### src/hdl/pt_pkg.sv
// pt_pkg: shared types, constants and codes of the presence table with aging
// no dependencies; imported by every module of the block

package pt_pkg;

   // table geometry
   localparam int TABLE_DEPTH = 16;
   localparam int CNT_W       = $clog2(TABLE_DEPTH + 1);

   // field widths
   localparam int ID_W         = 16;
   localparam int STAMP_W      = 32;
   localparam int KIND_W       = 3;
   localparam int REQ_DATA_W   = ID_W + STAMP_W;
   localparam int RSP_DATA_W   = ID_W;

   // register port
   localparam int CSR_DATA_W  = 32;
   localparam int CSR_ADDR_W  = 3;
   localparam int CSR_INDEX_W = CSR_ADDR_W - 2;
   localparam logic [CSR_INDEX_W-1:0] REG_ABSENCE_LIMIT = '0;
   localparam logic [STAMP_W-1:0]     LIMIT_RESET       = 32'd30;

   // request operations
   localparam logic OP_DETECT = 1'b0;
   localparam logic OP_CHECK  = 1'b1;

   // response kinds
   localparam logic [KIND_W-1:0] KIND_UPDATED = 3'd0;
   localparam logic [KIND_W-1:0] KIND_ADDED   = 3'd1;
   localparam logic [KIND_W-1:0] KIND_FULL    = 3'd2;
   localparam logic [KIND_W-1:0] KIND_ABSENT  = 3'd3;
   localparam logic [KIND_W-1:0] KIND_DONE    = 3'd4;

   typedef logic [ID_W-1:0]    id_type;
   typedef logic [STAMP_W-1:0] stamp_type;

   // per-cell control from the sequencer
   typedef struct packed {
      logic shift;      // take the neighbor's entry
      logic load_id;    // take the id from the shared bus
      logic load_seen;  // take the time from the shared bus
   } pt_cell_ctrl_type;

endpackage

### src/hdl/pt_cell.sv
// pt_cell: one table slot holding a device id and its last-seen time
// depends on pt_pkg; shifts toward the head or loads from the shared bus

module pt_cell (
   input  logic                      clock,
   input  pt_pkg::pt_cell_ctrl_type  ctrl,
   input  pt_pkg::id_type            next_id,
   input  pt_pkg::stamp_type         next_seen,
   input  pt_pkg::id_type            bus_id,
   input  pt_pkg::stamp_type         bus_seen,
   output pt_pkg::id_type            id,
   output pt_pkg::stamp_type         seen,
   output logic                      hit
);
   import pt_pkg::*;

   id_type    id_ff, id_in;
   stamp_type seen_ff, seen_in;

   // bus load wins over the shift from the neighbor
   always_comb begin
      id_in   = id_ff;
      seen_in = seen_ff;
      if (ctrl.load_id) begin
         id_in = bus_id;
      end else if (ctrl.shift) begin
         id_in = next_id;
      end
      if (ctrl.load_seen) begin
         seen_in = bus_seen;
      end else if (ctrl.shift) begin
         seen_in = next_seen;
      end
   end

   always_ff @(posedge clock) begin
      id_ff   <= id_in;
      seen_ff <= seen_in;
   end

   // id compare against the bus for detect lookups
   assign hit  = (id_ff == bus_id);
   assign id   = id_ff;
   assign seen = seen_ff;

endmodule

### src/hdl/presence_table_with_aging.sv
// presence_table_with_aging: top level with the cell row, sequencer and register port
// depends on pt_pkg and pt_cell

// Keeps up to TABLE_DEPTH device ids in arrival order, each in a cell of a row,
// with its last-seen time. A detect request (tuser 0): all cells compare their id
// at once, the matching cell takes the new time, or the first free cell takes the
// new entry (nothing is stored when the row is full), and one response follows. A
// check request (tuser 1) walks the row through the head cell: every cycle, while
// the output register is free or being emptied, the row shifts one place toward
// the head, the head entry is aged against absence_limit, and a survivor is
// written back behind the last entry while an aged-out one is reported and
// dropped. A check thus goes through acceptance, one step per entry and a closing
// done response. A new request is taken once the previous one has put out its
// last response into the output register and that register is free or being
// emptied. No clearing is needed after reset.

module presence_table_with_aging (
   input  logic                              clock,
   input  logic                              reset,
   // request channel
   input  logic                              req_tvalid,
   output logic                              req_tready,
   input  logic [pt_pkg::REQ_DATA_W-1:0]     req_tdata,   // dev_id, timestamp
   input  logic                              req_tuser,   // operation
   // response channel
   output logic                              rsp_tvalid,
   input  logic                              rsp_tready,
   output logic [pt_pkg::RSP_DATA_W-1:0]     rsp_tdata,   // reported_id
   output logic [pt_pkg::KIND_W-1:0]         rsp_tuser,   // kind
   output logic                              rsp_tlast,
   // register port
   input  logic                              csr_psel,
   input  logic                              csr_penable,
   input  logic                              csr_pwrite,
   input  logic [pt_pkg::CSR_ADDR_W-1:0]     csr_paddr,
   input  logic [pt_pkg::CSR_DATA_W-1:0]     csr_pwdata,
   output logic [pt_pkg::CSR_DATA_W-1:0]     csr_prdata,
   output logic                              csr_pready
);
   import pt_pkg::*;

   localparam logic ST_IDLE = 1'b0;
   localparam logic ST_SCAN = 1'b1;

   // request fields
   id_type    req_id;
   stamp_type req_stamp;
   assign req_id    = req_tdata[ID_W-1:0];
   assign req_stamp = req_tdata[REQ_DATA_W-1:ID_W];

   // control state
   logic             state_ff, state_in;
   logic [CNT_W-1:0] count_ff, count_in;
   logic [CNT_W-1:0] remaining_ff, remaining_in;
   stamp_type        now_ff, now_in;
   stamp_type        limit_ff, limit_in;

   // output register
   logic              rsp_valid_ff, rsp_valid_in;
   logic [KIND_W-1:0] rsp_kind_ff, rsp_kind_in;
   id_type            rsp_id_ff, rsp_id_in;
   logic              rsp_last_ff, rsp_last_in;

   // cell row
   pt_cell_ctrl_type        cell_ctrl [TABLE_DEPTH];
   id_type                  cell_id   [TABLE_DEPTH];
   stamp_type               cell_seen [TABLE_DEPTH];
   logic [TABLE_DEPTH-1:0]  cell_hit;
   logic [TABLE_DEPTH-1:0]  match_vec;
   id_type                  bus_id;
   stamp_type               bus_seen;

   logic out_free, req_fire, detect_go, check_go, step, expired, hit_any, full;
   logic [CNT_W-1:0] tail_pos;

   assign out_free   = !rsp_valid_ff || rsp_tready;
   assign req_tready = (state_ff == ST_IDLE) && out_free;
   assign req_fire   = req_tvalid && req_tready;
   assign detect_go  = req_fire && (req_tuser == OP_DETECT);
   assign check_go   = req_fire && (req_tuser == OP_CHECK);
   assign step       = (state_ff == ST_SCAN) && (remaining_ff != '0) && out_free;
   assign full       = (count_ff == CNT_W'(TABLE_DEPTH));
   assign tail_pos   = count_ff - CNT_W'(1);
   assign expired    = (now_ff - cell_seen[0]) > limit_ff;
   assign hit_any    = |match_vec;

   // shared bus: the head entry while scanning, else the request
   always_comb begin
      bus_id   = req_id;
      bus_seen = req_stamp;
      if (state_ff == ST_SCAN) begin
         bus_id   = cell_id[0];
         bus_seen = cell_seen[0];
      end
   end

   // hits only count inside the occupied part of the row
   always_comb begin
      for (int i = 0; i < TABLE_DEPTH; i++) begin
         match_vec[i] = cell_hit[i] && (CNT_W'(i) < count_ff);
      end
   end

   // per-cell control
   always_comb begin
      for (int i = 0; i < TABLE_DEPTH; i++) begin
         cell_ctrl[i] = '0;
         if (detect_go) begin
            if (hit_any) begin
               cell_ctrl[i].load_seen = match_vec[i];
            end else if (!full) begin
               cell_ctrl[i].load_id   = (CNT_W'(i) == count_ff);
               cell_ctrl[i].load_seen = (CNT_W'(i) == count_ff);
            end
         end
         if (step) begin
            cell_ctrl[i].shift = 1'b1;
            if (!expired && (CNT_W'(i) == tail_pos)) begin
               cell_ctrl[i].load_id   = 1'b1;
               cell_ctrl[i].load_seen = 1'b1;
            end
         end
      end
   end

   // row of cells, each fed by its neighbor toward the tail
   for (genvar g = 0; g < TABLE_DEPTH; g++) begin : g_cell
      id_type    nb_id;
      stamp_type nb_seen;
      if (g == TABLE_DEPTH - 1) begin : g_tail
         assign nb_id   = cell_id[g];
         assign nb_seen = cell_seen[g];
      end else begin : g_body
         assign nb_id   = cell_id[g+1];
         assign nb_seen = cell_seen[g+1];
      end
      pt_cell u_cell (
         .clock     (clock),
         .ctrl      (cell_ctrl[g]),
         .next_id   (nb_id),
         .next_seen (nb_seen),
         .bus_id    (bus_id),
         .bus_seen  (bus_seen),
         .id        (cell_id[g]),
         .seen      (cell_seen[g]),
         .hit       (cell_hit[g])
      );
   end

   // sequencer, counters and output register
   always_comb begin
      state_in     = state_ff;
      count_in     = count_ff;
      remaining_in = remaining_ff;
      now_in       = now_ff;
      rsp_valid_in = rsp_valid_ff && !rsp_tready;
      rsp_kind_in  = rsp_kind_ff;
      rsp_id_in    = rsp_id_ff;
      rsp_last_in  = rsp_last_ff;

      if (detect_go) begin
         rsp_valid_in = 1'b1;
         rsp_id_in    = req_id;
         rsp_last_in  = 1'b1;
         if (hit_any) begin
            rsp_kind_in = KIND_UPDATED;
         end else if (!full) begin
            rsp_kind_in = KIND_ADDED;
            count_in    = count_ff + CNT_W'(1);
         end else begin
            rsp_kind_in = KIND_FULL;
         end
      end

      if (check_go) begin
         state_in     = ST_SCAN;
         remaining_in = count_ff;
         now_in       = req_stamp;
      end

      if (step) begin
         remaining_in = remaining_ff - CNT_W'(1);
         if (expired) begin
            count_in     = count_ff - CNT_W'(1);
            rsp_valid_in = 1'b1;
            rsp_kind_in  = KIND_ABSENT;
            rsp_id_in    = cell_id[0];
            rsp_last_in  = 1'b0;
         end
      end

      // closing response of a check
      if ((state_ff == ST_SCAN) && (remaining_ff == '0) && out_free) begin
         state_in     = ST_IDLE;
         rsp_valid_in = 1'b1;
         rsp_kind_in  = KIND_DONE;
         rsp_id_in    = '0;
         rsp_last_in  = 1'b1;
      end
   end

   // absence limit register
   logic csr_write;
   assign csr_write = csr_psel && csr_penable && csr_pwrite && csr_pready &&
                      (csr_paddr[CSR_ADDR_W-1:2] == REG_ABSENCE_LIMIT);

   always_comb begin
      limit_in = limit_ff;
      if (csr_write) begin
         limit_in = csr_pwdata;
      end
   end

   assign csr_pready = 1'b1;
   assign csr_prdata = (csr_paddr[CSR_ADDR_W-1:2] == REG_ABSENCE_LIMIT) ? limit_ff : '0;

   always_ff @(posedge clock) begin
      if (reset) begin
         state_ff     <= ST_IDLE;
         count_ff     <= '0;
         remaining_ff <= '0;
         rsp_valid_ff <= 1'b0;
         limit_ff     <= LIMIT_RESET;
      end else begin
         state_ff     <= state_in;
         count_ff     <= count_in;
         remaining_ff <= remaining_in;
         rsp_valid_ff <= rsp_valid_in;
         limit_ff     <= limit_in;
      end
   end

   always_ff @(posedge clock) begin
      now_ff      <= now_in;
      rsp_kind_ff <= rsp_kind_in;
      rsp_id_ff   <= rsp_id_in;
      rsp_last_ff <= rsp_last_in;
   end

   assign rsp_tvalid = rsp_valid_ff;
   assign rsp_tdata  = rsp_id_ff;
   assign rsp_tuser  = rsp_kind_ff;
   assign rsp_tlast  = rsp_last_ff;

endmodule

### config.mk
export PLATFORM = sky130hd
export DESIGN_NAME = presence_table_with_aging
export DESIGN_NICKNAME = d
export VERILOG_FILES = /design/src/hdl/pt_pkg.sv /design/src/hdl/pt_cell.sv /design/src/hdl/presence_table_with_aging.sv
export SDC_FILE = /design/constraint.sdc
export NUM_CORES = 1
export LEC_CHECK = 0
export ABC_CLOCK_PERIOD_IN_PS = 11350
export BUFFER_PORTS_ARGS = -buffer_cell sky130_fd_sc_hd__buf_2
export CAP_MARGIN = 40
export CORE_UTILIZATION = 50
export CTS_CLUSTER_SIZE = 40
export DETAILED_ROUTE_END_ITERATION = 6
export PLACE_DENSITY_LB_ADDON = 0.15
export SLEW_MARGIN = 10
export SYNTH_ARGS = -nofsm -noshare
export SYNTH_HDL_FRONTEND = slang
export SYNTH_HIERARCHICAL = 1
export SYNTH_SLANG_ARGS = --single-unit
### constraint.sdc
create_clock -name clock -period 11.35 [get_ports clock]
set_clock_uncertainty 0.15 [all_clocks]
set_input_delay 1.135 -clock clock [delete_from_list [all_inputs] [get_ports clock]]
set_output_delay 1.135 -clock clock [all_outputs]
set_load 0.01 [all_outputs]
==> Word level (Yosys, flattened, before mapping) <==
Cells that the tools add are included.
{ "word_totals": {"regBits": 864, "latch_bits": 0, "ramBits": 0, "rom_bits": 0, "inputBits": 91, "n_memories": 0} }
{ "classes": {"add_sub_neg": 4, "mul": 0, "div": 0, "n_lt_le_gt_ge": 17, "n_eq_ne": 47, "shifts": 0, "muxes": 181, "bitwise": 3, "reduce_logical": 85} }
{ "op_table": {"columns": ["op", "count"], "rows": [
  ["32-bit two-way mux", 32],
  ["16-bit two-way mux", 34],
  ["16-bit equality test", 16],
  ["2-bit two-way mux", 51],
  ["4-bit by 5-bit equality test with 1-bit output (first input constant)", 16],
  ["2-bit nonzero test", 31],
  ["3-bit two-way mux", 18],
  ["1-bit logical AND", 44],
  ["3-bit by 5-bit equality test with 1-bit output (first input constant)", 8],
  ["4-bit by 5-bit less-than comparator with 1-bit output (first input constant)", 8],
  ["1-bit two-way mux", 39],
  ["5-bit two-way mux", 7],
  ["32-bit > comparator", 1],
  ["32-bit subtractor", 1],
  ["2-bit by 5-bit equality test with 1-bit output (first input constant)", 4],
  ["3-bit by 5-bit less-than comparator with 1-bit output (first input constant)", 4],
  ["16-bit OR reduction", 1],
  ["5-bit logical NOT", 3],
  ["1-bit by 5-bit equality test with 1-bit output (first input constant)", 2],
  ["1-bit by 5-bit less-than comparator with 1-bit output (first input constant)", 2],
  ["2-bit by 5-bit less-than comparator with 1-bit output (first input constant)", 2],
  ["5-bit by 1-bit subtractor with 5-bit output (second input constant)", 2],
  ["5-bit by 1-bit adder with 5-bit output (second input constant)", 1],
  ["5-bit equality test (second input constant)", 1],
  ["5 further kinds", 9]
]} }

==> Depth between registers and ports, before layout <==
{ "logic_depth": {"word_depth": 10, "mapped_depth": 26, "ltp_nobuf": 24} }

==> Cells and area by module <==
Netlist, hierarchy kept.
{ "modules_own_cells": {"columns": ["module", "instances", "cells_per_inst", "area_per_inst_um2", "seq_area_each_um2"], "rows": [
  ["pt_cell", 16, 125, 2408.6, 1441.4],
  ["presence_table_with_aging", 1, 954, 7666.1, 2242.2]
]} }

==> Least setup slack after synthesis <==
No wires, ideal clock.
{ "synth_path": {"path_type": "register to register", "from": "register now_ff[0]", "to": "register g_cell[1].u_cell.seen_ff[0] (enable)", "setup_time_ps": 375, "t_arrival_ps": 5852, "setup_slack_ps": 4973, "stages_incl_launch_ff": 25, "path_buffers": 2, "period_less_slack_ps": 6377, "cell_sequence": "edfxtp_1 -> inv_1 -> ha_1 -> inv_1 -> fa_1 -> a211oi_2 -> nor4_1 -> or2_1 -> o31a_1 -> o31a_1 -> a41o_1 -> a311oi_1 -> o21ai_1 -> xor2_1 -> ha_1 -> nand4_1 -> or3_1 -> nor2_1 -> nand2_1 -> a2111oi_0 -> a32o_1 -> o21bai_1 -> buf_6 -> buf_12 -> or2_2"} }
{ "synth_rtl": {"columns": ["item", "line", "rtl"], "rows": [
  ["from (decl)", "presence_table_with_aging.sv:55", "stamp_type now_ff, now_in;"],
  ["from (signal assigned)", "presence_table_with_aging.sv:234", "now_ff <= now_in;"],
  ["to (signal assigned)", "pt_cell.sv:38", "seen_ff <= seen_in;"],
  ["to (decl)", "pt_cell.sv:18", "stamp_type seen_ff, seen_in;"]
]} }

==> key figures <==
Logic synthesis
  – Number of library cell types mapped by synthesis: 69
  – Post-synthesis instance area: 0.0462 sq mm
  – Total of flip-flops plus latches after synthesis: 864
  – Per-instance average area after synthesis: 15.6 sq um
  – Leading register cell type out of synthesis: sky130_fd_sc_hd__edfxtp_1
  – Post-synth top area share: 52.0%
  – Leading area contributor after synthesis: sky130_fd_sc_hd__edfxtp_1
  – Number of enable flip-flop cells after synthesis: 800
  – Post-synthesis net count: 3117
  – Sequential cell area fraction in the yosys report: 54.8%
  – Share of async-settable or async-resettable flops after synthesis: 0%
  – Instance count of the mapped netlist: 2954
  – Synth warnings: 6
  – Cells taking the most area after synthesis: sky130_fd_sc_hd__edfxtp_1, sky130_fd_sc_hd__mux2_4, sky130_fd_sc_hd__xnor2_1

Finish
  – Area of combinational cells with multiple inputs: 0.0190 sq mm
  – Most frequent cells in the layout: sky130_fd_sc_hd__edfxtp_1, sky130_fd_sc_hd__mux2_4, sky130_fd_sc_hd__xnor2_1
  – Net total in the final layout: 3253
  – Final instance count without filler cells: 4348
  – Layout cells sized above 1: 38.4%
  – Layout overhead on the synthesized area: 8.79%
  – Filler cell count in the final layout: 7186
  – Area of all sequential standard cells: 0.0253 sq mm
  – Most common cell after layout, fill and taps aside: sky130_fd_sc_hd__edfxtp_1

GRT
  – Sum of overflow across all layers after global routing: 0
  – First-pass GRT wire length: 127 mm
  – Gr usage total: 16.8%
  – Antenna violations before repair: 4
  – Vias in the first global route: 23944
  – Maximum number of pins on one net before global-route repair: 52

Worst setup path
  – Data arrival, critical path: 7650 ps
  – Critical path peak fanout: 33
  – Nature of the critical path endpoint: flop
  – CP Launch Type: flop
  – CP required: 11480 ps
  – Crit Path Class: flop to flop

CTS
  – Count of hold-fix buffers inserted at cts: 0
  – Clk Latency, worst-skew pair: 650 ps
  – Post-CTS setup repair buffer count: 0
  – CTS HTree Levels: 3
  – Clock Tree Root: sky130_fd_sc_hd__clkbuf_16
  – Inserted Clock Buffers: 92
  – Clock sink count: 864
  – Post-CTS sizing: 0
  – CTS Buffer Depth: 3
  – CTS tree: built
  – CTS clk-pin slew, worst paths: 60 ps

Power and ir drop
  – Static leakage: 17.9 nW
  – Power Dens Cells: 144 mW/mm^2
  – Maximum vdd ir drop: 0.0898 mV
  – Post-route total power: 7.26 mW

Die
  – Starting density of the core: 50.4%
  – CORE AREA: 0.0917 sq mm
  – Die X: 306 um
  – I/O pin cnt: 146
  – Die H: 306 um
  – Floorplan die area: 0.0936 sq mm
  – Floorplan row count: 111

STA
  – Sum of negative setup slack: 0 ps
  – Setup violators final: 0
  – Hold slack: 304 ps
  – Final Critical Period: 7530 ps
  – Relative max-transition margin: 37.1%
  – Pins Over Slew Limit: 0
  – Setup repair after global routing missed its margin: false
  – Least-Margin Pin Slew: 943 ps
  – Maximum frequency from static timing analysis: 133 MHz
  – Part of the cycle the worst path needs: 66.3%
  – Number of failing hold endpoints at the final stage: 0

Route
  – Total via count after detailed routing: 23441
  – DR WL/cell: 18.2 um
  – Highest metal layer with signal wires: met5
  – Sum of met3 wire segment lengths after detailed routing: 3.16 mm
  – Routed length on met2: 38.4 mm
  – Number of search-and-repair iterations in the first detailed-routing pass: 5
  – # DRC: 0
  – Routed via count divided by cell count: 5.39
  – Metal1 wirelength: 35.8 mm
  – Residual antenna-violating net count after detailed routing: 0
  – DRT Wirelength: 79.1 mm
  – DRC marker count from the first detailed-route iteration: 1448

Placement
  – Placed cell count: 4181
  – Detailed placer's ending HPWL: 57.5 mm
  – Count of buffers inserted at the top-level ports: 142
  – Weighted congestion reported at the end of routability-driven placement: 0.874

Worst hold path
  – Tightest Hold Check Type: flop to flop

Outcome
  – Status: completed

Flow run
  – Max-cap violation count: 0
-- cells by family (layout without fill, tap and decap cells) --
kind of cell,count (synthesis),after routing,synth area share (%)
fa+ha+maj,72,72,1.97
flops,864,864,54.8
other cells,1,2,0.00812
buf+inv,228,435,4.36
compound gates,249,249,3.48
xor+xnor,287,287,5.44
simple gates,420,420,4.78
mux,833,833,25.2
-- final cells by class --
type | instances | area share (%)
Sequential cell | 864 | 50.3
Multi-Input combinational cell | 1862 | 37.8
Clock buffer | 115 | 4.94
Tap cell | 1186 | 2.95
Timing Repair Buffer | 192 | 2.48
Clock inverter | 50 | 0.861
Inverter | 78 | 0.582
Antenna cell | 1 | 0.00498
-- power by group --
part | leakage [nW] | switching (mW) | internal (mW)
Combinational | 8.70 | 0.448 | 0.323
Sequential | 7.74 | 0.0438 | 3.54
Clock | 1.43 | 1.20 | 1.70
Total | 17.9 | 1.69 | 5.57
-- stage by stage --
stage	setup slack, ps	instance area, sq um	util (%)
3_3_place_gp	2920	47100	51.3
3_5_place_dp	3470	47300	51.6
6_report	3820	50300	54.8
2_1_floorplan	4970	46200	-
5_1_grt	3350	50300	54.8
4_1_cts	3400	50200	54.8
-- state kept, by name, indices dropped and copies added (netlist names), 3 cells and up --
name,count
g_cell.u_cell/id,256
remaining_ff,5
rsp_tuser,3
now_ff,32
limit_ff,32
count_ff,5
rsp_tdata,16
g_cell.u_cell/seen,512
-- Yosys cell counts, types with 3 or more instances --
library cell / count
sky130_fd_sc_hd__nor3_1: 11
sky130_fd_sc_hd__mux2_4: 608
sky130_fd_sc_hd__nor2_1: 88
sky130_fd_sc_hd__a21o_1: 35
sky130_fd_sc_hd__mux2i_1: 17
sky130_fd_sc_hd__a41o_1: 3
sky130_fd_sc_hd__o31ai_1: 3
sky130_fd_sc_hd__dfxtp_1: 64
sky130_fd_sc_hd__o31a_1: 4
sky130_fd_sc_hd__a2111oi_0: 3
sky130_fd_sc_hd__a32o_1: 5
sky130_fd_sc_hd__buf_6: 49
sky130_fd_sc_hd__or2_2: 36
sky130_fd_sc_hd__a31oi_1: 4
sky130_fd_sc_hd__a211oi_1: 19
sky130_fd_sc_hd__clkbuf_1: 47
sky130_fd_sc_hd__ha_1: 71
sky130_fd_sc_hd__mux2_2: 208
sky130_fd_sc_hd__o211ai_1: 6
sky130_fd_sc_hd__nor4_2: 17
sky130_fd_sc_hd__and2_1: 5
sky130_fd_sc_hd__a21oi_1: 84
sky130_fd_sc_hd__o21bai_1: 7
sky130_fd_sc_hd__nand3_1: 35
sky130_fd_sc_hd__nand2b_1: 6
sky130_fd_sc_hd__o21ai_0: 38
sky130_fd_sc_hd__xor2_1: 9
sky130_fd_sc_hd__nand4_1: 79
sky130_fd_sc_hd__nand2_1: 119
sky130_fd_sc_hd__and4_1: 3
sky130_fd_sc_hd__o21a_1: 4
sky130_fd_sc_hd__nor2b_1: 6
sky130_fd_sc_hd__buf_12: 48
sky130_fd_sc_hd__inv_1: 78
sky130_fd_sc_hd__o22ai_1: 7
sky130_fd_sc_hd__edfxtp_1: 800
sky130_fd_sc_hd__a32oi_1: 3
sky130_fd_sc_hd__a211o_1: 5
sky130_fd_sc_hd__xnor2_1: 278
-- critical path, cell delays in order (launching register included) --
cell and delay [ps]:
sky130_fd_sc_hd__edfxtp_1 350, sky130_fd_sc_hd__inv_1 60, sky130_fd_sc_hd__ha_1 160, sky130_fd_sc_hd__inv_1 50
sky130_fd_sc_hd__fa_1 430, sky130_fd_sc_hd__a211oi_2 270, sky130_fd_sc_hd__nor4_1 90, sky130_fd_sc_hd__or2_1 240
sky130_fd_sc_hd__o31a_1 320, sky130_fd_sc_hd__o31a_1 340, sky130_fd_sc_hd__a41o_1 350, sky130_fd_sc_hd__a311oi_1 440
sky130_fd_sc_hd__o21ai_1 130, sky130_fd_sc_hd__xor2_1 170, sky130_fd_sc_hd__ha_1 300, sky130_fd_sc_hd__nand4_1 100
sky130_fd_sc_hd__or3_1 400, sky130_fd_sc_hd__nor2_1 160, sky130_fd_sc_hd__nand2_1 240, sky130_fd_sc_hd__a2111oi_0 510
sky130_fd_sc_hd__dlymetal6s2s_1 240, sky130_fd_sc_hd__a32o_1 290, sky130_fd_sc_hd__o21bai_4 170, sky130_fd_sc_hd__buf_4 480
sky130_fd_sc_hd__or2_2 680
-- path summary, 6_finish.rpt --
kind                                   from                                  end  slack [ps]  depth (start not counted)
setup / recovery        now_ff[0]$_DFFE_PP_  g_cell[1].u_cell/seen[12]$_DFFE_PP_        3820                         24
hold / removal    limit_ff[26]$_SDFFE_PP0P_            limit_ff[26]$_SDFFE_PP0P_         300                          2
setup reg to reg        now_ff[0]$_DFFE_PP_  g_cell[1].u_cell/seen[12]$_DFFE_PP_        3820                         24
hold reg to reg   limit_ff[26]$_SDFFE_PP0P_            limit_ff[26]$_SDFFE_PP0P_         300                          2
-- per-layer routing --
layer / track usage (%) / up-vias
li1: - / 11372
met1: 21.8 / 11498
met2: 28.7 / 457
met3: 2.56 / 112
met4: 5.36 / 2
met5: 0 / -
Power figures use the tool's default switching activity.
